--- src/design/sqd_pkg.sv ---
// Package for the shortest-queue dispatcher: field widths, codes, defaults
// and the command and status structs between controller and datapath.
// Depends on nothing.
package sqd_pkg;

   localparam int NUM_SERVERS_DEF = 8;
   localparam int QUEUE_DEPTH_DEF = 16;
   localparam int MAX_RESULTS     = 16;
   localparam int REP_W           = $clog2(MAX_RESULTS);

   localparam int KIND_W  = 2;
   localparam int TAG_W   = 16;
   localparam int SVC_W   = 12;
   localparam int SIDX_W  = 3;
   localparam int ENT_W   = TAG_W + SVC_W;
   localparam int EV_W    = 3;
   localparam int CLK_W   = 32;
   localparam int CSR_W   = 4;
   localparam int REQ_W   = 32;
   localparam int RSP_W   = 56;
   localparam int SVC_MAX = (1 << SVC_W) - 1;

   localparam logic [KIND_W-1:0] KIND_TICK   = 2'd0;
   localparam logic [KIND_W-1:0] KIND_ARRIVE = 2'd1;
   localparam logic [KIND_W-1:0] KIND_CLOSE  = 2'd2;
   localparam logic [KIND_W-1:0] KIND_REOPEN = 2'd3;

   localparam logic [EV_W-1:0] EV_DEPART   = 3'd0;
   localparam logic [EV_W-1:0] EV_PLACED   = 3'd1;
   localparam logic [EV_W-1:0] EV_ARR_REJ  = 3'd2;
   localparam logic [EV_W-1:0] EV_MOVED    = 3'd3;
   localparam logic [EV_W-1:0] EV_MOVE_REJ = 3'd4;
   localparam logic [EV_W-1:0] EV_STATE    = 3'd5;

   localparam logic [1:0] ST_CLOSED = 2'd0;
   localparam logic [1:0] ST_DRAIN  = 2'd1;
   localparam logic [1:0] ST_OPEN   = 2'd2;

   typedef struct packed {
      logic accept;
      logic tick_rd;
      logic tick_upd;
      logic scan_step;
      logic enq;
      logic enq_move;
      logic enq_emit;
      logic cl_start;
      logic cl_rd;
      logic emit_state;
      logic reopen;
      logic flush;
   } cmd_type;

   typedef struct packed {
      logic tk_done;
      logic depart;
      logic scan_last;
      logic in_range;
      logic cnt_zero;
      logic move_more;
      logic report_ok;
      logic can_emit;
      logic out_free;
      logic hold_v;
   } sts_type;

endpackage

--- src/design/sqd_ctrl.sv ---
// Controller state machine of the shortest-queue dispatcher.
// Sequences ticks, arrivals, closes and reopens; depends on sqd_pkg.
module sqd_ctrl (
   input  logic                          clock,
   input  logic                          reset,
   input  logic                          req_tvalid,
   input  logic [sqd_pkg::KIND_W-1:0]    req_kind,
   output logic                          req_tready,
   input  sqd_pkg::sts_type              sts,
   output sqd_pkg::cmd_type              cmd
);
   import sqd_pkg::*;

   localparam logic [3:0] S_IDLE     = 4'd0;
   localparam logic [3:0] S_TK_RD    = 4'd1;
   localparam logic [3:0] S_TK_CHK   = 4'd2;
   localparam logic [3:0] S_SCAN     = 4'd3;
   localparam logic [3:0] S_ENQ      = 4'd4;
   localparam logic [3:0] S_CL_START = 4'd5;
   localparam logic [3:0] S_CL_RD    = 4'd6;
   localparam logic [3:0] S_CL_END   = 4'd7;
   localparam logic [3:0] S_REOPEN   = 4'd8;
   localparam logic [3:0] S_FLUSH    = 4'd9;

   logic [3:0] state_ff, state_in;
   logic       move_ff, move_in;
   logic       need_emit;

   assign req_tready = (state_ff == S_IDLE);
   assign need_emit  = !move_ff || sts.report_ok;

   always_comb begin
      cmd      = '0;
      state_in = state_ff;
      move_in  = move_ff;
      case (state_ff)
         S_IDLE: begin
            if (req_tvalid) begin
               cmd.accept = 1'b1;
               case (req_kind)
                  KIND_TICK: state_in = S_TK_RD;
                  KIND_ARRIVE: begin
                     move_in  = 1'b0;
                     state_in = S_SCAN;
                  end
                  KIND_CLOSE: state_in = S_CL_START;
                  default: state_in = S_REOPEN;
               endcase
            end
         end
         S_TK_RD: begin
            if (sts.tk_done) begin
               state_in = S_FLUSH;
            end else begin
               cmd.tick_rd = 1'b1;
               state_in     = S_TK_CHK;
            end
         end
         S_TK_CHK: begin
            if (!sts.depart || sts.can_emit) begin
               cmd.tick_upd = 1'b1;
               state_in     = S_TK_RD;
            end
         end
         S_SCAN: begin
            cmd.scan_step = 1'b1;
            if (sts.scan_last) state_in = S_ENQ;
         end
         S_ENQ: begin
            if (!need_emit || sts.can_emit) begin
               cmd.enq      = 1'b1;
               cmd.enq_move = move_ff;
               cmd.enq_emit = need_emit;
               state_in     = move_ff ? S_CL_RD : S_FLUSH;
            end
         end
         S_CL_START: begin
            if (!sts.in_range) begin
               state_in = S_IDLE;
            end else begin
               cmd.cl_start = 1'b1;
               if (sts.cnt_zero) begin
                  state_in = S_CL_END;
               end else begin
                  move_in  = 1'b1;
                  state_in = S_CL_RD;
               end
            end
         end
         S_CL_RD: begin
            if (!sts.move_more) begin
               state_in = S_CL_END;
            end else begin
               cmd.cl_rd = 1'b1;
               state_in  = S_SCAN;
            end
         end
         S_CL_END: begin
            if (sts.can_emit) begin
               cmd.emit_state = 1'b1;
               state_in       = S_FLUSH;
            end
         end
         S_REOPEN: begin
            if (!sts.in_range) begin
               state_in = S_IDLE;
            end else if (sts.can_emit) begin
               cmd.reopen     = 1'b1;
               cmd.emit_state = 1'b1;
               state_in       = S_FLUSH;
            end
         end
         S_FLUSH: begin
            if (!sts.hold_v) begin
               state_in = S_IDLE;
            end else if (sts.out_free) begin
               cmd.flush = 1'b1;
               state_in  = S_IDLE;
            end
         end
         default: state_in = S_IDLE;
      endcase
   end

   always_ff @(posedge clock) begin
      if (reset) begin
         state_ff <= S_IDLE;
         move_ff  <= 1'b0;
      end else begin
         state_ff <= state_in;
         move_ff  <= move_in;
      end
   end

endmodule

--- config.mk ---
export PLATFORM = sky130hd
export DESIGN_NAME = sqd_ctrl
export DESIGN_NICKNAME = d
export VERILOG_FILES = /design/src/design/sqd_pkg.sv /design/src/design/sqd_ctrl.sv
export SDC_FILE = /design/constraint.sdc
export NUM_CORES = 1
export LEC_CHECK = 0
export ABC_AREA = 1
export BUFFER_PORTS_ARGS = -buffer_cell sky130_fd_sc_hd__buf_2
export CORE_UTILIZATION = 45
export CTS_CLUSTER_DIAMETER = 40
export DETAILED_ROUTE_END_ITERATION = 10
export GPL_TIMING_DRIVEN = 0
export PLACE_DENSITY = 0.81
export SYNTH_ARGS = -nofsm -noshare
export SYNTH_HDL_FRONTEND = slang
export SYNTH_SLANG_ARGS = --single-unit
--- constraint.sdc ---
create_clock -name clock -period 1.65 [get_ports clock]
set_input_delay 0 -clock clock [delete_from_list [all_inputs] [get_ports clock]]
set_output_delay 0 -clock clock [all_outputs]
set_load 0.02 [all_outputs]
Yosys cells after proc, flatten, opt, wreduce, memory -nomap -nowiden
Index checks and enable logic that the tools add are counted.

word-level totals
  flip-flop bits (word level) = 5
  output and inout port bits = 13
  word-level logic and storage cells = 73

cells by class
  multiplexer cells = 41
  equality and inequality tests = 19
  reductions and logical operators = 11

operator list
  cell                  count
  $mux W4               11
  $pmux W4 S10          1
  $mux W1               21
  $eq A4 B3 Y1 const B  4
  $ne A2 B2 Y1 const B  6
  $pmux W4 S3           1
  $reduce_and A5 Y1     2
  $mux W3               3
  $eq A4 B2 Y1 const B  2
  $eq A4 B4 Y1 const B  2
  $eq A4 B1 Y1 const B  1
  $logic_not A4 Y1      1
  $mux W2               2
  $pmux W1 S2           2
  $logic_not A1 Y1      3
  $logic_or A1 B1 Y1    3
  $ne A3 B3 Y1 const B  1
  $eq A2 B1 Y1 const B  1
  $eq A2 B2 Y1 const B  1
  $logic_not A2 Y1      1
  $ne A2 B1 Y1 const B  1
  $reduce_bool A2 Y1    1

Logic depth before layout (Yosys ltp)
  word-level depth = 6
  depth in mapped cells = 9

Least setup slack after synthesis
Ideal clock, no wire load.

  kind = flip-flop to flip-flop
  start point = register state_ff[3]
  end point = register state_ff[1]
  data arrival time = 1.289 ns
  cell stages (with the launch flop) = 8
  path slack = 0.291 ns
  buffers on the path = 0
  path through = dfxtp_1 nor2_4 nand2_1 nor2_1 nor2_1 nand3_2 nand2_1 a21oi_1

on the way
  cells in the longest elaborated chain, start to end = 3

RTL lines
  what                                                                  line             RTL
  start: declaration                                                    sqd_ctrl.sv:25   logic [3:0] state_ff, state_in;
  start signal: assignment                                              sqd_ctrl.sv:130  state_ff <= state_in;
  $eq A4 B4 Y1, or another cell as far along                            sqd_ctrl.sv:36   case (state_ff)
  $ne A3 B3 Y1 (no source line) / $ne A2 B2 Y1 (equally long branches)  --
  $reduce_and A5 Y1 (no source line)                                    --

Parallel ways exist; a longest one is shown, timed or not.
A chain may end at the register's enable or synchronous reset.

==> flow_metrics.py <==
metrics = {
    "cts": {
        "tritoncts": "done",
        "clk_pin_slew_ns": 0.04,
        "htree_levels": 1,
        "post_cts_resized": 0,
        "clock_sink_count": 5,
        "clk_latency_ns": 0.24,
        "clock_path_buffers": 2,
        "numCtsBuffers": 3,
        "postCtsSetupRepairBufs": 0,
        "clock-root-buffer": "clkbuf_4",
    },
    "sta": {
        "setup_viol": 0,
        "grt_setup_unrepaired": "false",
        "setup_ws_ns": 0.250,
        "slew_viol_final": 0,
        "setup-tns-final_ns": 0,
        "max_clock_freq_ghz": 0.714,
        "hold_viol_final": 0,
        "worst_pin_slew_ns": 0.331,
        "fin_crit_sh": 0.848,
        "fin_hold_ws_ns": 0.126,
        "period_minus_slack_ns": 1.40,
        "relSlewSlack": 0.779,
        "finClkSkew_ns": 0.00129,
    },
    "critical_path": {
        "critPathArrivalTime_ns": 1.40,
        "ff2ff_path_depth": 9,
        "path_cells": "nor2_2, nand3_1, inv_1, nand2_1, nand2_1, buf_2",
        "r2r_slack_ns": 0.35,
        "worstSetupPathType": "flop to output pin",
        "endpoint": "cmd[2]",
        "crit_top_cell": "nand2_1",
        "critical_path.startpoint": "state_ff[0]",
        "cp_slowest_cell": "dfxtp_1",
        "cp_max_fo": 6,
        "startpoint_type": "flop",
        "reg2reg_to": "state_ff[2]",
        "endpoint_kind": "output pin",
        "timing.rr.start": "state_ff[3]",
        "slowest_delay_ns": 0.36,
        "cp_data_required_time_ns": 1.65,
    },
    "logic_synthesis": {
        "synth_warnings": 0,
        "synth.distinct_cells": 21,
        "synth.area.top_cells": "nand2_1 18%, dfxtp_1 16%, inv_1 10%",
        "synth_edf_count": 0,
        "synthesis.area_sq_um": 629,
        "synth_async_sr_flop_share": 0,
        "ys_seq_area_frac": 0.159,
        "netlist_instances": 114,
        "ys_seq_elements": 5,
        "syn-num-nets": 129,
        "syn_area_per_cell_sq_um": 5.52,
        "yosys.area.top_type": "nand2_1",
        "synth-main-ff-cell": "dfxtp_1",
        "synth_top_area_frac": 0.179,
    },
    "detailed_routing": {
        "routed_wl_microns": 1540,
        "wl_per_cell_microns": 9.53,
        "via_per_inst": 4.93,
        "vias": 793,
        "ant_nets": 0,
        "route.detailed.drc": 0,
        "firstDrtPassIters": 4,
        "drt_iter0_drc": 18,
    },
    "floorplan": {
        "die_h_microns": 39.4,
        "initial_core_util": 0.484,
        "die_x_microns": 39.4,
        "die_area_sq_um": 1550,
        "pin_count": 28,
        "core_area_sq_um": 1300,
        "rows": 13,
    },
    "power_and_ir_drop": {
        "p_leak_nw": 0.504,
        "powerDensity_nw_per_um2": 1230,
        "peakVddDrop_mv": 0.726,
    },
    "finish": {
        "antennaDiodeCount": 0,
        "drive_gt1_frac": 0.356,
        "final_nets": 162,
        "n_fill_cell": 139,
        "mostFrequentLayoutCells": "30 x nand2_1, 27 x buf_2, 17 x inv_1",
        "final_cells": 161,
        "area_growth_pct": 30.2,
        "final_common_cell": "nand2_1",
    },
    "placed_design": {
        "place_congestion": 0.789,
        "dp_hpwl_microns": 1330,
        "portBuffers": 27,
        "dp_cells": 156,
        "pre_cts_slack_ns": 0.357,
    },
    "outcome": {
        "outcome": "finished clean",
    },
    "global_routing": {
        "grtUsageTotal": 0.237,
        "grt_max_degree": 9,
        "grt_pass1_wl_microns": 2480,
        "antenna_found_initial": 0,
        "grt_pass1_vias": 666,
        "overflow": 0,
    },
    "job": {
        "cap_viol_max_count": 0,
    },
    "worst_hold_path": {
        "worstHoldPathType": "primary input to flop",
        "hold_start": "sts[1]",
    },
}
[worst min-delay path by stage]
| stage | end | slack (ns) | depth (start not counted) |
|---|---|---|---|
| 2_1_floorplan | state_ff[0] | 0.06 | 1 |
| 3_3_place_gp | state_ff[0] | 0.22 | 2 |
| 3_5_place_dp | state_ff[0] | 0.23 | 2 |
| 4_1_cts | state_ff[3] | 0.12 | 4 |
| 5_1_grt | state_ff[3] | 0.13 | 4 |
| 6_report | state_ff[3] | 0.13 | 4 |
[cell type report]
class / count / area (sq um) / share of cell area
Clock buffer: 4 / 26.3 / 0.0321
Inverter: 23 / 86.3 / 0.105
Multi-Input combinational cell: 86 / 443 / 0.540
Sequential cell: 5 / 100 / 0.122
Tap cell: 15 / 18.8 / 0.0229
Timing Repair Buffer: 28 / 145 / 0.177
[per-layer routing]
metal  vias up  track usage  wire length [microns]
li1        421            -                      -
met1       349        0.281                    665
met2        21        0.442                    784
met3         2       0.0170                     69
met4         0       0.0776                     15
met5         -            0                      0
[per-stage QoR]
| stage | cell area, sq um | util | total power, W |
|---|---|---|---|
| after detailed placement | 783 | 0.602 | 0.000868 |
| after global routing | 820 | 0.630 | 0.00110 |
| after global placement | 783 | 0.602 | 0.000857 |
| final | 820 | 0.630 | 0.00101 |
| after floorplan | 629 | - | 0.000705 |
| after CTS | 820 | 0.630 | 0.00101 |
[repair_timing]
action | in CTS | in global routing
setup endpoints to repair | 0 | 0
hold endpoints to repair | 4 | 0
hold buffers | 1 | 0
[cells in the mapped netlist (all sizes together), types with 2 or more instances]
cell type and instances:
dfxtp 5, inv 22, nand3 12, a21oi 6
nand4 2, nor2 23, nand2 34, o21ai 2
a211oi 2, nor3 2
[kinds of logic after synthesis]
family | synth area share
AOI/OAI and AO/OA | 0.115
DFF | 0.159
and+or+nand+nor | 0.588
buffers and inverters | 0.137
[critical path, delay by kind of cell, from the launching register on]
family	cells	cell delay [ns]
simple gates	4	0.57
buf+inv	2	0.22
flops	1	0.36
[flip-flops by register name, indices dropped and copies added, names as in the netlist]
signal	count
state_ff	4
move_ff	1
[power breakdown]
group          internal (W)  leakage, nW  switching (W)
Clock             0.0000910       0.0150      0.0000439
Sequential         0.000153       0.0408      0.0000632
Combinational      0.000217        0.448       0.000439
Total              0.000460        0.504       0.000546
No activity file was read; power rests on OpenSTA's default activity.
