$ cat src/design/sqd_pkg.sv
// Package for the shortest-queue dispatcher: field widths, codes, defaults
// and the command and status structs between controller and datapath.
// Depends on nothing.
package sqd_pkg;

   localparam int NUM_SERVERS_DEF = 8;
   localparam int QUEUE_DEPTH_DEF = 16;
   localparam int MAX_RESULTS     = 16;
   localparam int REP_W           = $clog2(MAX_RESULTS);

   localparam int KIND_W  = 2;
   localparam int TAG_W   = 16;
   localparam int SVC_W   = 12;
   localparam int SIDX_W  = 3;
   localparam int ENT_W   = TAG_W + SVC_W;
   localparam int EV_W    = 3;
   localparam int CLK_W   = 32;
   localparam int CSR_W   = 4;
   localparam int REQ_W   = 32;
   localparam int RSP_W   = 56;
   localparam int SVC_MAX = (1 << SVC_W) - 1;

   localparam logic [KIND_W-1:0] KIND_TICK   = 2'd0;
   localparam logic [KIND_W-1:0] KIND_ARRIVE = 2'd1;
   localparam logic [KIND_W-1:0] KIND_CLOSE  = 2'd2;
   localparam logic [KIND_W-1:0] KIND_REOPEN = 2'd3;

   localparam logic [EV_W-1:0] EV_DEPART   = 3'd0;
   localparam logic [EV_W-1:0] EV_PLACED   = 3'd1;
   localparam logic [EV_W-1:0] EV_ARR_REJ  = 3'd2;
   localparam logic [EV_W-1:0] EV_MOVED    = 3'd3;
   localparam logic [EV_W-1:0] EV_MOVE_REJ = 3'd4;
   localparam logic [EV_W-1:0] EV_STATE    = 3'd5;

   localparam logic [1:0] ST_CLOSED = 2'd0;
   localparam logic [1:0] ST_DRAIN  = 2'd1;
   localparam logic [1:0] ST_OPEN   = 2'd2;

   typedef struct packed {
      logic accept;
      logic tick_rd;
      logic tick_upd;
      logic scan_step;
      logic enq;
      logic enq_move;
      logic enq_emit;
      logic cl_start;
      logic cl_rd;
      logic emit_state;
      logic reopen;
      logic flush;
   } cmd_type;

   typedef struct packed {
      logic tk_done;
      logic depart;
      logic scan_last;
      logic in_range;
      logic cnt_zero;
      logic move_more;
      logic report_ok;
      logic can_emit;
      logic out_free;
      logic hold_v;
   } sts_type;

endpackage

$ cat src/design/sqd_dp.sv
// Datapath of the shortest-queue dispatcher: per-server state, the shared
// queue memory, the scan unit and the result hold and output registers.
// Depends on sqd_pkg.
module sqd_dp #(
   parameter int NUM_SERVERS = sqd_pkg::NUM_SERVERS_DEF,
   parameter int QUEUE_DEPTH = sqd_pkg::QUEUE_DEPTH_DEF
) (
   input  logic                          clock,
   input  logic                          reset,
   input  sqd_pkg::cmd_type              cmd,
   output sqd_pkg::sts_type              sts,
   input  logic [sqd_pkg::KIND_W-1:0]    req_kind,
   input  logic [sqd_pkg::REQ_W-1:0]     req_data,
   input  logic                          csr_we,
   input  logic [sqd_pkg::CSR_W-1:0]     csr_wdata,
   output logic                          rsp_tvalid,
   input  logic                          rsp_tready,
   output logic [sqd_pkg::RSP_W-1:0]     rsp_tdata,
   output logic [sqd_pkg::EV_W-1:0]      rsp_tuser,
   output logic                          rsp_tlast
);
   import sqd_pkg::*;

   localparam int SW  = (NUM_SERVERS > 1) ? $clog2(NUM_SERVERS) : 1;
   localparam int SCW = $clog2(NUM_SERVERS + 1);
   localparam int QW  = $clog2(QUEUE_DEPTH);
   localparam int CW  = $clog2(QUEUE_DEPTH + 1);
   localparam int AW  = $clog2(NUM_SERVERS * QUEUE_DEPTH);
   localparam int MD  = NUM_SERVERS * QUEUE_DEPTH;

   logic [CSR_W-1:0]  csr_ff;
   logic [CLK_W-1:0]  tick_ff;
   logic [TAG_W-1:0]  tag_ff;
   logic [SVC_W-1:0]  svc_ff;
   logic [SIDX_W-1:0] sidx_ff;

   logic [1:0]        status_ff  [NUM_SERVERS];
   logic [QW-1:0]     head_ff    [NUM_SERVERS];
   logic [QW-1:0]     tail_ff    [NUM_SERVERS];
   logic [CW-1:0]     count_ff   [NUM_SERVERS];
   logic [SVC_W-1:0]  elapsed_ff [NUM_SERVERS];

   logic [ENT_W-1:0]  mem [MD];
   logic [ENT_W-1:0]  rd_data_ff;
   logic              mem_re, mem_we;
   logic [AW-1:0]     mem_raddr, mem_waddr;
   logic [ENT_W-1:0]  mem_wdata;

   logic [SCW-1:0]    srv_ff;
   logic              found_ff;
   logic [CW-1:0]     best_ff;
   logic [SCW-1:0]    sel_ff;
   logic [QW-1:0]     h_ff;
   logic [CW-1:0]     cnt_ff;
   logic [CW-1:0]     i_ff;
   logic [REP_W-1:0]  rep_ff;

   logic              hold_v_ff;
   logic [EV_W-1:0]   hold_ev_ff;
   logic [TAG_W-1:0]  hold_tag_ff;
   logic [SIDX_W-1:0] hold_srv_ff;
   logic [CLK_W-1:0]  hold_clk_ff;

   logic              out_v_ff;
   logic [EV_W-1:0]   out_ev_ff;
   logic [TAG_W-1:0]  out_tag_ff;
   logic [SIDX_W-1:0] out_srv_ff;
   logic [CLK_W-1:0]  out_clk_ff;
   logic              out_last_ff;

   int                n_act;
   logic [SW-1:0]     ix, six;
   logic [SVC_W-1:0]  el_nx;
   logic              depart;
   logic              cand;
   logic              enq_ok;
   logic [CW:0]       slot_sum;
   logic [QW-1:0]     slot;
   logic              emit;
   logic [EV_W-1:0]   emit_ev;
   logic [TAG_W-1:0]  emit_tag;
   logic [SIDX_W-1:0] emit_srv;
   logic [ENT_W-1:0]  enq_ent;

   function automatic logic [QW-1:0] ptr_inc(input logic [QW-1:0] p);
      ptr_inc = (int'(p) == QUEUE_DEPTH - 1) ? '0 : QW'(int'(p) + 1);
   endfunction

   always_comb begin
      if (csr_ff == '0) begin
         n_act = 1;
      end else if (int'(csr_ff) > NUM_SERVERS) begin
         n_act = NUM_SERVERS;
      end else begin
         n_act = int'(csr_ff);
      end
   end

   assign ix  = srv_ff[SW-1:0];
   assign six = SW'(sidx_ff);

   assign el_nx  = (elapsed_ff[ix] == SVC_W'(SVC_MAX)) ? elapsed_ff[ix] : elapsed_ff[ix] + 1'b1;
   assign depart = (count_ff[ix] != '0) && (status_ff[ix] != ST_CLOSED)
                   && (el_nx >= rd_data_ff[SVC_W-1:0]);
   assign cand   = (status_ff[ix] == ST_OPEN) && (!found_ff || count_ff[ix] < best_ff);
   assign enq_ok = found_ff && (int'(best_ff) < QUEUE_DEPTH);

   assign slot_sum = (CW+1)'(h_ff) + (CW+1)'(i_ff);
   assign slot     = (int'(slot_sum) >= QUEUE_DEPTH) ? QW'(int'(slot_sum) - QUEUE_DEPTH)
                                                     : QW'(slot_sum);
   assign enq_ent  = cmd.enq_move ? rd_data_ff : {tag_ff, svc_ff};

   always_comb begin
      mem_re    = cmd.tick_rd || cmd.cl_rd;
      mem_raddr = cmd.cl_rd ? AW'(int'(six) * QUEUE_DEPTH + int'(slot))
                            : AW'(int'(ix) * QUEUE_DEPTH + int'(head_ff[ix]));
      mem_we    = cmd.enq && enq_ok;
      mem_waddr = AW'(int'(ix) * QUEUE_DEPTH + int'(tail_ff[ix]));
      mem_wdata = enq_ent;
   end

   always_ff @(posedge clock) begin
      if (mem_we) mem[mem_waddr] <= mem_wdata;
      if (mem_re) rd_data_ff <= mem[mem_raddr];
   end

   always_comb begin
      emit     = 1'b0;
      emit_ev  = EV_STATE;
      emit_tag = '0;
      emit_srv = sidx_ff;
      if (cmd.tick_upd && depart) begin
         emit     = 1'b1;
         emit_ev  = EV_DEPART;
         emit_tag = rd_data_ff[ENT_W-1:SVC_W];
         emit_srv = SIDX_W'(srv_ff);
      end else if (cmd.enq && cmd.enq_emit) begin
         emit     = 1'b1;
         emit_tag = enq_ent[ENT_W-1:SVC_W];
         if (enq_ok) begin
            emit_ev  = cmd.enq_move ? EV_MOVED : EV_PLACED;
            emit_srv = SIDX_W'(srv_ff);
         end else begin
            emit_ev  = cmd.enq_move ? EV_MOVE_REJ : EV_ARR_REJ;
            emit_srv = '0;
         end
      end else if (cmd.emit_state) begin
         emit = 1'b1;
      end
   end

   always_comb begin
      sts           = '0;
      sts.tk_done   = (int'(srv_ff) == n_act);
      sts.depart    = depart;
      sts.scan_last = (int'(srv_ff) == n_act - 1);
      sts.in_range  = (int'(sidx_ff) < n_act);
      sts.cnt_zero  = (count_ff[six] == '0);
      sts.move_more = (i_ff < cnt_ff);
      sts.report_ok = (int'(rep_ff) < MAX_RESULTS - 1);
      sts.out_free  = !out_v_ff || rsp_tready;
      sts.can_emit  = !hold_v_ff || sts.out_free;
      sts.hold_v    = hold_v_ff;
   end

   always_ff @(posedge clock) begin
      if (reset) begin
         csr_ff    <= CSR_W'(NUM_SERVERS_DEF);
         tick_ff   <= '0;
         hold_v_ff <= 1'b0;
         out_v_ff  <= 1'b0;
         srv_ff    <= '0;
         found_ff  <= 1'b0;
         for (int s = 0; s < NUM_SERVERS; s++) begin
            status_ff[s]  <= ST_OPEN;
            head_ff[s]    <= '0;
            tail_ff[s]    <= '0;
            count_ff[s]   <= '0;
            elapsed_ff[s] <= '0;
         end
      end else begin
         if (csr_we) csr_ff <= csr_wdata;

         if (cmd.accept) begin
            tag_ff   <= req_data[TAG_W-1:0];
            svc_ff   <= req_data[TAG_W+SVC_W-1:TAG_W];
            sidx_ff  <= req_data[ENT_W+SIDX_W-1:ENT_W];
            srv_ff   <= '0;
            found_ff <= 1'b0;
            if (req_kind == KIND_TICK) tick_ff <= tick_ff + 1'b1;
         end

         if (cmd.tick_upd) begin
            srv_ff <= srv_ff + 1'b1;
            if (count_ff[ix] != '0 && status_ff[ix] != ST_CLOSED) begin
               if (depart) begin
                  head_ff[ix]    <= ptr_inc(head_ff[ix]);
                  count_ff[ix]   <= count_ff[ix] - 1'b1;
                  elapsed_ff[ix] <= '0;
                  if (status_ff[ix] == ST_DRAIN) status_ff[ix] <= ST_CLOSED;
               end else begin
                  elapsed_ff[ix] <= el_nx;
               end
            end
         end

         if (cmd.scan_step) begin
            if (cand) begin
               found_ff <= 1'b1;
               best_ff  <= count_ff[ix];
               sel_ff   <= srv_ff;
            end
            if (int'(srv_ff) == n_act - 1) begin
               srv_ff <= cand ? srv_ff : sel_ff;
            end else begin
               srv_ff <= srv_ff + 1'b1;
            end
         end

         if (cmd.enq) begin
            if (enq_ok) begin
               tail_ff[ix]  <= ptr_inc(tail_ff[ix]);
               count_ff[ix] <= count_ff[ix] + 1'b1;
            end
            if (cmd.enq_move) begin
               i_ff <= i_ff + 1'b1;
               if (cmd.enq_emit) rep_ff <= rep_ff + 1'b1;
            end
         end

         if (cmd.cl_start) begin
            rep_ff <= '0;
            if (count_ff[six] == '0) begin
               status_ff[six] <= ST_CLOSED;
            end else begin
               status_ff[six] <= ST_DRAIN;
               h_ff           <= head_ff[six];
               cnt_ff         <= count_ff[six];
               i_ff           <= CW'(1);
               tail_ff[six]   <= ptr_inc(head_ff[six]);
               count_ff[six]  <= CW'(1);
            end
         end

         if (cmd.cl_rd) begin
            srv_ff   <= '0;
            found_ff <= 1'b0;
         end

         if (cmd.reopen) status_ff[six] <= ST_OPEN;

         if ((emit && hold_v_ff) || cmd.flush) begin
            out_v_ff <= 1'b1;
         end else if (out_v_ff && rsp_tready) begin
            out_v_ff <= 1'b0;
         end

         if (emit) begin
            if (hold_v_ff) begin
               out_ev_ff   <= hold_ev_ff;
               out_tag_ff  <= hold_tag_ff;
               out_srv_ff  <= hold_srv_ff;
               out_clk_ff  <= hold_clk_ff;
               out_last_ff <= 1'b0;
            end
            hold_v_ff   <= 1'b1;
            hold_ev_ff  <= emit_ev;
            hold_tag_ff <= emit_tag;
            hold_srv_ff <= emit_srv;
            hold_clk_ff <= tick_ff;
         end else if (cmd.flush) begin
            out_ev_ff   <= hold_ev_ff;
            out_tag_ff  <= hold_tag_ff;
            out_srv_ff  <= hold_srv_ff;
            out_clk_ff  <= hold_clk_ff;
            out_last_ff <= 1'b1;
            hold_v_ff   <= 1'b0;
         end
      end
   end

   assign rsp_tvalid = out_v_ff;
   assign rsp_tuser  = out_ev_ff;
   assign rsp_tlast  = out_last_ff;
   assign rsp_tdata  = {(RSP_W - CLK_W - SIDX_W - TAG_W)'(0), out_clk_ff, out_srv_ff, out_tag_ff};

endmodule

$ cat config.mk
export PLATFORM = sky130hd
export DESIGN_NAME = sqd_dp
export DESIGN_NICKNAME = d
export VERILOG_FILES = /design/src/design/sqd_pkg.sv /design/src/design/sqd_dp.sv
export SDC_FILE = /design/constraint.sdc
export NUM_CORES = 2
export LEC_CHECK = 0
export ABC_AREA = 0
export BUFFER_PORTS_ARGS = -buffer_cell sky130_fd_sc_hd__buf_2
export CORE_MARGIN = 2
export CORE_UTILIZATION = 68
export DETAILED_ROUTE_END_ITERATION = 8
export MAX_ROUTING_LAYER = met4
export PLACE_DENSITY_LB_ADDON = 0.12
export SKIP_LAST_GASP = 1
export SYNTH_ARGS = -nofsm -noshare
export SYNTH_HDL_FRONTEND = slang
export SYNTH_SLANG_ARGS = --single-unit
$ cat constraint.sdc
create_clock -name clock -period 23.4 [get_ports clock]
set_input_delay 3.51 -clock clock [delete_from_list [all_inputs] [get_ports clock]]
set_output_delay 3.51 -clock clock [all_outputs]
set_load 0.02 [all_outputs]
* Word-level counts from Yosys, hierarchy flattened *
Memory sizes are Yosys's and may differ from the RTL's. A register that Yosys moved wholly into a read port is not among the register bits.
Index checks and enable logic that the tools add are counted.

operators by class
  add/subtract/negate cells = 16
  multiply operators = 0
  divide/modulo/power cells = 0
  order comparisons = 8
  eq/ne operators = 9
  shift operators = 0
  multiplexer cells = 130
  bitwise operators = 7
  reduce and logical (&&, ||, !) cells = 46

operator list
  cell                                                  count
  two-way mux 3 bit                                     32
  two-way mux 32 bit                                    3
  two-way mux 16 bit                                    5
  two-way mux 4 bit                                     17
  equality test 5 x 32 -> 1 bit                         2
  two-way mux 1 bit                                     56
  two-way mux 12 bit                                    3
  two-way mux 5 bit                                     7
  adder 32 x 1 -> 32 bit (second input constant)        1
  less-than comparator 4 x 32 -> 1 bit                  1
  subtractor 32 x 2 -> 32 bit (second input constant)   1
  two-way mux 28 bit                                    1
  adder 7 x 4 -> 7 bit                                  3
  adder 4 x 1 -> 4 bit (second input constant)          5
  adder 12 x 1 -> 12 bit (second input constant)        1
  equality test 12 bit (second input constant)          1
  equality test 4 x 1 -> 1 bit (second input constant)  3
  greater-or-equal comparator 12 bit                    1
  nonzero test 2 bit                                    6
  OR reduction 12 bit                                   1
  OR reduction 4 bit                                    3
  adder 5 x 1 -> 5 bit (second input constant)          2
  less-than comparator 5 bit                            2
  two-way mux 2 bit                                     5
  other kinds (26)                                      54

word-level totals
  flip-flop bits (word level) = 210
  latch bits = 0
  memory bits (writable) = 3,800
  bits in read-only memories = 0
  input bits = 54
  output and inout bits = 71
  word-level logic and storage cells = 247
  memories kept = 6

memory list
  name        depth  width  read ports  clocked after Yosys merged registers in  wr ports  RTL line      text
  mem         128    28     1           1                                        1         sqd_dp.sv:43  logic [ENT_W-1:0] mem [MD];
  elapsed_ff  8      12     1           1                                        8         sqd_dp.sv:41  logic [SVC_W-1:0] elapsed_ff [NUM_SERVERS];
  count_ff    8      5      2           2                                        8         sqd_dp.sv:40  logic [CW-1:0] count_ff [NUM_SERVERS];
  head_ff     8      4      2           2                                        8         sqd_dp.sv:38  logic [QW-1:0] head_ff [NUM_SERVERS];
  tail_ff     8      4      1           1                                        8         sqd_dp.sv:39  logic [QW-1:0] tail_ff [NUM_SERVERS];
  status_ff   8      2      1           1                                        8         sqd_dp.sv:37  logic [1:0] status_ff [NUM_SERVERS];

* Depth between registers and ports, before layout *
  depth in word-level cells = 12
  depth in mapped cells = 27
  mapped depth without buffers = 18

* Least setup slack after synthesis *
OpenSTA, ideal clock, no wires.

  path type = flip-flop to output port
  start = register with a tool-made name
  end = output sts[8] (netlist name)
  arrival = 4.908 ns
  required time = 19.890 ns
  setup slack = 14.982 ns
  stages on the path, launching flop included = 24
  path buffers = 8
  cell sequence = dfxtp_1 -> buf_6 -> buf_12 -> buf_6 -> buf_6 -> buf_4 -> mux4_2 -> mux2i_1 -> inv_1 -> ha_1 -> and2_1 -> clkbuf_1 -> nand4b_1 -> mux2i_1 -> inv_1 -> ha_1 -> a21oi_1 -> nor2b_1 -> o2111ai_1 -> a31oi_1 -> o21ai_0 -> clkbuf_1 -> nor2_1 -> buf_4

RTL lines
  what       RTL line      text
  to (decl)  sqd_dp.sv:11  output sqd_pkg::sts_type sts,

==> out/metrics.cfg <==
[drt]
detail-route-antenna-nets = 0
drt-total-wl_um = 425000
vias_per_cell = 7.08
wl_per_cell_um = 34.5
firstDrtPassIters = 7
vias = 87200
drtIter0Drc = 14100
drc = 0

[global_route]
grtUsageTotal_pct = 37.3
first_global_vias = 85800
grt_pass1_wl_um = 605000
grt_max_degree = 134
grt-ovfl-total = 0
antenna_found_initial = 13

[run_status]
status = finished, violations left
violations = max-capacitance violations, max-slew violations

[placement]
dp_cells = 11600
dpl_worst_slack_ns = 13.55
gp_congestion = 0.939
dpl.hpwl_um = 236000
io_buffer_count = 118

[layout]
n_fill_cell = 12300
final_layout_size_suffix_gt1_share_pct = 20.1
fin_nets = 9074
multi_input_area_um2 = 35200
mostFrequentLayoutCells = 3955 x edfxtp_1, 1088 x nand2_1, 704 x mux4_2
seqCellArea_um2 = 121000
utilization_pct = 75.9
final_common_cell = edfxtp_1
stdcell_count = 12300
syn2layout_area_growth_pct = 10.8

[worst_setup_path]
worstSetupStartpointType = flop
r2r_setup_slack_ns = 15.38
crit_slowest_cell = dfxtp_2
critPathArrivalTime_ns = 6.99
critPathMaxStageDelay_ns = 0.83
critPathCapture = sts[8]
crit_top_cell = buf_4
path_cells = buf_4 -> mux4_2 -> nand3_1 -> a211oi_1 -> nor4b_2 -> nand4b_1 -> mux2i_1 -> inv_1 -> ha_1 -> a21oi_1 -> nor2b_1 -> o2111ai_1 -> a31oi_1 -> o21ai_0 -> buf_4 -> nor2_1 -> buf_2
crit_path_end_kind = primary output
critical_path_required_ns = 19.89
crit_type = reg2out
cp_max_fo = 30
worstRegToRegCells = 13
timing.rr.end = rd_data_ff[24]$_DFFE_PP_

[die]
ios = 125
dieArea_um2 = 236000
initial_core_util_pct = 68.5
die_height_um = 486
coreArea_um2 = 230000
rows = 176
fp.dieW_um = 486

[sta]
setup-tns-final_ns = 0
finalCriticalPeriod_ns = 10.50
period_share_pct = 44.9
relSlewSlack_pct = -6.49
tightest_slew_ns = 1.56
maxSlewViolCount = 2
setup_viol = 0
finalClockSkew_ns = 0.0508
hold_viol_final = 0
rsz0062_at_grt = no
fmax_mhz = 95.2
setup_ws_ns = 12.90

[synthesis]
seq_area_frac_synth_pct = 76.4
ys.flop_type = edfxtp_1
synth_edf_count = 3955
synth_warnings = 0
syn_avg_cell_area_um2 = 18.2
synth-seq-cells = 4044
synthDistinctLibCells = 68
synthArstFlopShare_pct = 0
syn-instance-count = 8669
syn_area_um2 = 158000

[power]
ir_drop_mv = 0.0860
leakage_nw = 56.2
p_seq_share_pct = 51.1
combPwrFrac_pct = 11.2
intPower_mw = 12.5
power_switching_mw = 4.04
power_density_nw_per_um2 = 94.7
swShare_pct = 24.4
clkPwrFrac_pct = 37.7

[clock_network]
h-tree-depth = 5
cts_sinks = 4044
postCtsSetupRepairBufs = 0
hold_buffers = 0
numCtsBuffers = 399
clkTransAtPathRegs_ns = 0.06
tritoncts = yes
post_cts_resized = 0
clock_tree.root_cell = clkbuf_16
cts_buffer_depth = 4
insertion_delay_ns = 0.98

[flow_run]
maxCapViolCount = 2

[worst_hold_path]
worstHoldPathType = reg2reg

power groups by stage:
stage / logic, mW / clock network (mW) / registers, mW
after floorplan: 1.16 / 0 / 8.58
after global placement: 1.74 / 0 / 8.60
after detailed placement: 1.81 / 0 / 8.61
after CTS: 1.83 / 6.27 / 8.45
after global routing: 1.94 / 6.53 / 8.46
final: 1.86 / 6.25 / 8.46
metal layers:
metal,up-vias,track usage [%],routed length [um]
met3,1154,8.16,53400
met1,44500,49.6,147000
met2,6370,55.6,199000
li1,35200,-,-
met5,-,-,0
met4,0,18.8,26200
flip-flops by register name, summed over array words and instances, names as in the netlist, 4 cells and up, named ones only:
| name | cells |
|---|---|
| best_ff | 5 |
| cnt_ff | 5 |
| count_ff | 40 |
| csr_ff | 4 |
| elapsed_ff | 96 |
| h_ff | 4 |
| head_ff | 32 |
| hold_clk_ff | 32 |
| hold_tag_ff | 16 |
| i_ff | 5 |
| mem | 3584 |
| out_clk_ff | 32 |
| out_tag_ff | 16 |
| rd_data_ff | 28 |
| rep_ff | 4 |
| sel_ff | 4 |
| srv_ff | 4 |
| status_ff | 16 |
| svc_ff | 12 |
| tag_ff | 16 |
| tail_ff | 32 |
| tick_ff | 32 |
per-stage QoR:
step / cell area, um2 / total power [mW] / hold slack, ns
final: 175000 / 16.6 / 0.407
after global routing: 175000 / 16.9 / 0.413
after CTS: 175000 / 16.6 / 0.410
after detailed placement: 162000 / 10.4 / 0.405
after global placement: 162000 / 10.3 / 0.401
after floorplan: 158000 / 9.73 / 0.400
layout make-up:
| class | count | share of cell area [%] |
|---|---|---|
| tap | 3026 | 2.16 |
| timing repair buffer | 387 | 1.55 |
| sequential | 4044 | 68.9 |
| clock inverter | 203 | 1.12 |
| multi-input combinational | 4098 | 20.1 |
| antenna | 10 | 0.0143 |
| inverter | 49 | 0.105 |
| clock buffer | 495 | 6.04 |
how the worst min path moves through the flow:
stage / cells past startpoint / slack (ns) / endpoint / start
after floorplan: 0 / 0.40 / out_clk_ff[0]$_DFFE_PP_ / hold_clk_ff[0]$_DFFE_PP_
after global placement: 0 / 0.40 / out_tag_ff[1]$_DFFE_PP_ / hold_tag_ff[1]$_DFFE_PP_
after detailed placement: 0 / 0.40 / out_clk_ff[14]$_DFFE_PP_ / hold_clk_ff[14]$_DFFE_PP_
after CTS: 0 / 0.41 / out_tag_ff[8]$_DFFE_PP_ / hold_tag_ff[8]$_DFFE_PP_
after global routing: 0 / 0.41 / out_tag_ff[8]$_DFFE_PP_ / hold_tag_ff[8]$_DFFE_PP_
final: 0 / 0.41 / out_tag_ff[9]$_DFFE_PP_ / hold_tag_ff[9]$_DFFE_PP_
worst max-delay path, delay by kind of cell, from the launching register on:
kind | cells | cell delay [ns]
and+or+nand+nor | 5 | 1.33
AOI/OAI and AO/OA | 5 | 1.33
muxes | 2 | 1.16
buffers and inverters | 4 | 1.06
DFF | 1 | 0.83
adders and majority gates | 1 | 0.30
synth_stat cells, drive strengths merged (4+ instances only):
| master | instances | share of area (%) |
|---|---|---|
| dfxtp | 89 | 1.1 |
| buf | 295 | 1.4 |
| nor2b | 21 | 0.083 |
| o21ai | 96 | 0.31 |
| o22ai | 303 | 1.2 |
| o221a | 4 | 0.029 |
| xor2 | 26 | 0.14 |
| nand4 | 39 | 0.15 |
| mux2 | 51 | 0.36 |
| nor4 | 125 | 0.50 |
| nand2b | 12 | 0.048 |
| a21o | 6 | 0.029 |
| or3 | 16 | 0.063 |
| xnor2 | 29 | 0.16 |
| clkbuf | 187 | 0.44 |
| mux2i | 187 | 1.2 |
| and3 | 22 | 0.087 |
| o221ai | 24 | 0.13 |
| nand3 | 382 | 1.2 |
| a211oi | 18 | 0.086 |
| nand2 | 1091 | 2.6 |
| nor3 | 28 | 0.10 |
| nor2 | 425 | 1.0 |
| o21a | 5 | 0.024 |
| ha | 39 | 0.31 |
| o211ai | 10 | 0.048 |
| and4 | 4 | 0.022 |
| nand3b | 4 | 0.019 |
| edfxtp | 3955 | 75 |
| a2111oi | 20 | 0.11 |
| or2 | 6 | 0.024 |
| a221o | 6 | 0.038 |
| inv | 49 | 0.12 |
| and2 | 13 | 0.052 |
| o31ai | 25 | 0.12 |
| a31oi | 28 | 0.11 |
| mux4 | 706 | 10 |
| a32o | 24 | 0.15 |
| or4 | 4 | 0.019 |
| a21oi | 275 | 0.87 |
cells by family (layout without fill, tap and decap cells):
| logic type | count (synthesis) | after routing | synth area share, % |
|---|---|---|---|
| flip-flops | 4044 | 4044 | 76.4 |
| AND/OR/NAND/NOR | 2196 | 2196 | 6.02 |
| multiplexers | 944 | 944 | 11.6 |
| AO/OA/AOI/OAI | 857 | 857 | 3.35 |
| buffers and inverters | 531 | 1134 | 1.97 |
| XOR/XNOR | 55 | 55 | 0.305 |
| adder cells (fa/ha/maj) | 41 | 41 | 0.335 |
| other | 1 | 15 | 0.00238 |
Power figures use the tool's default switching activity.
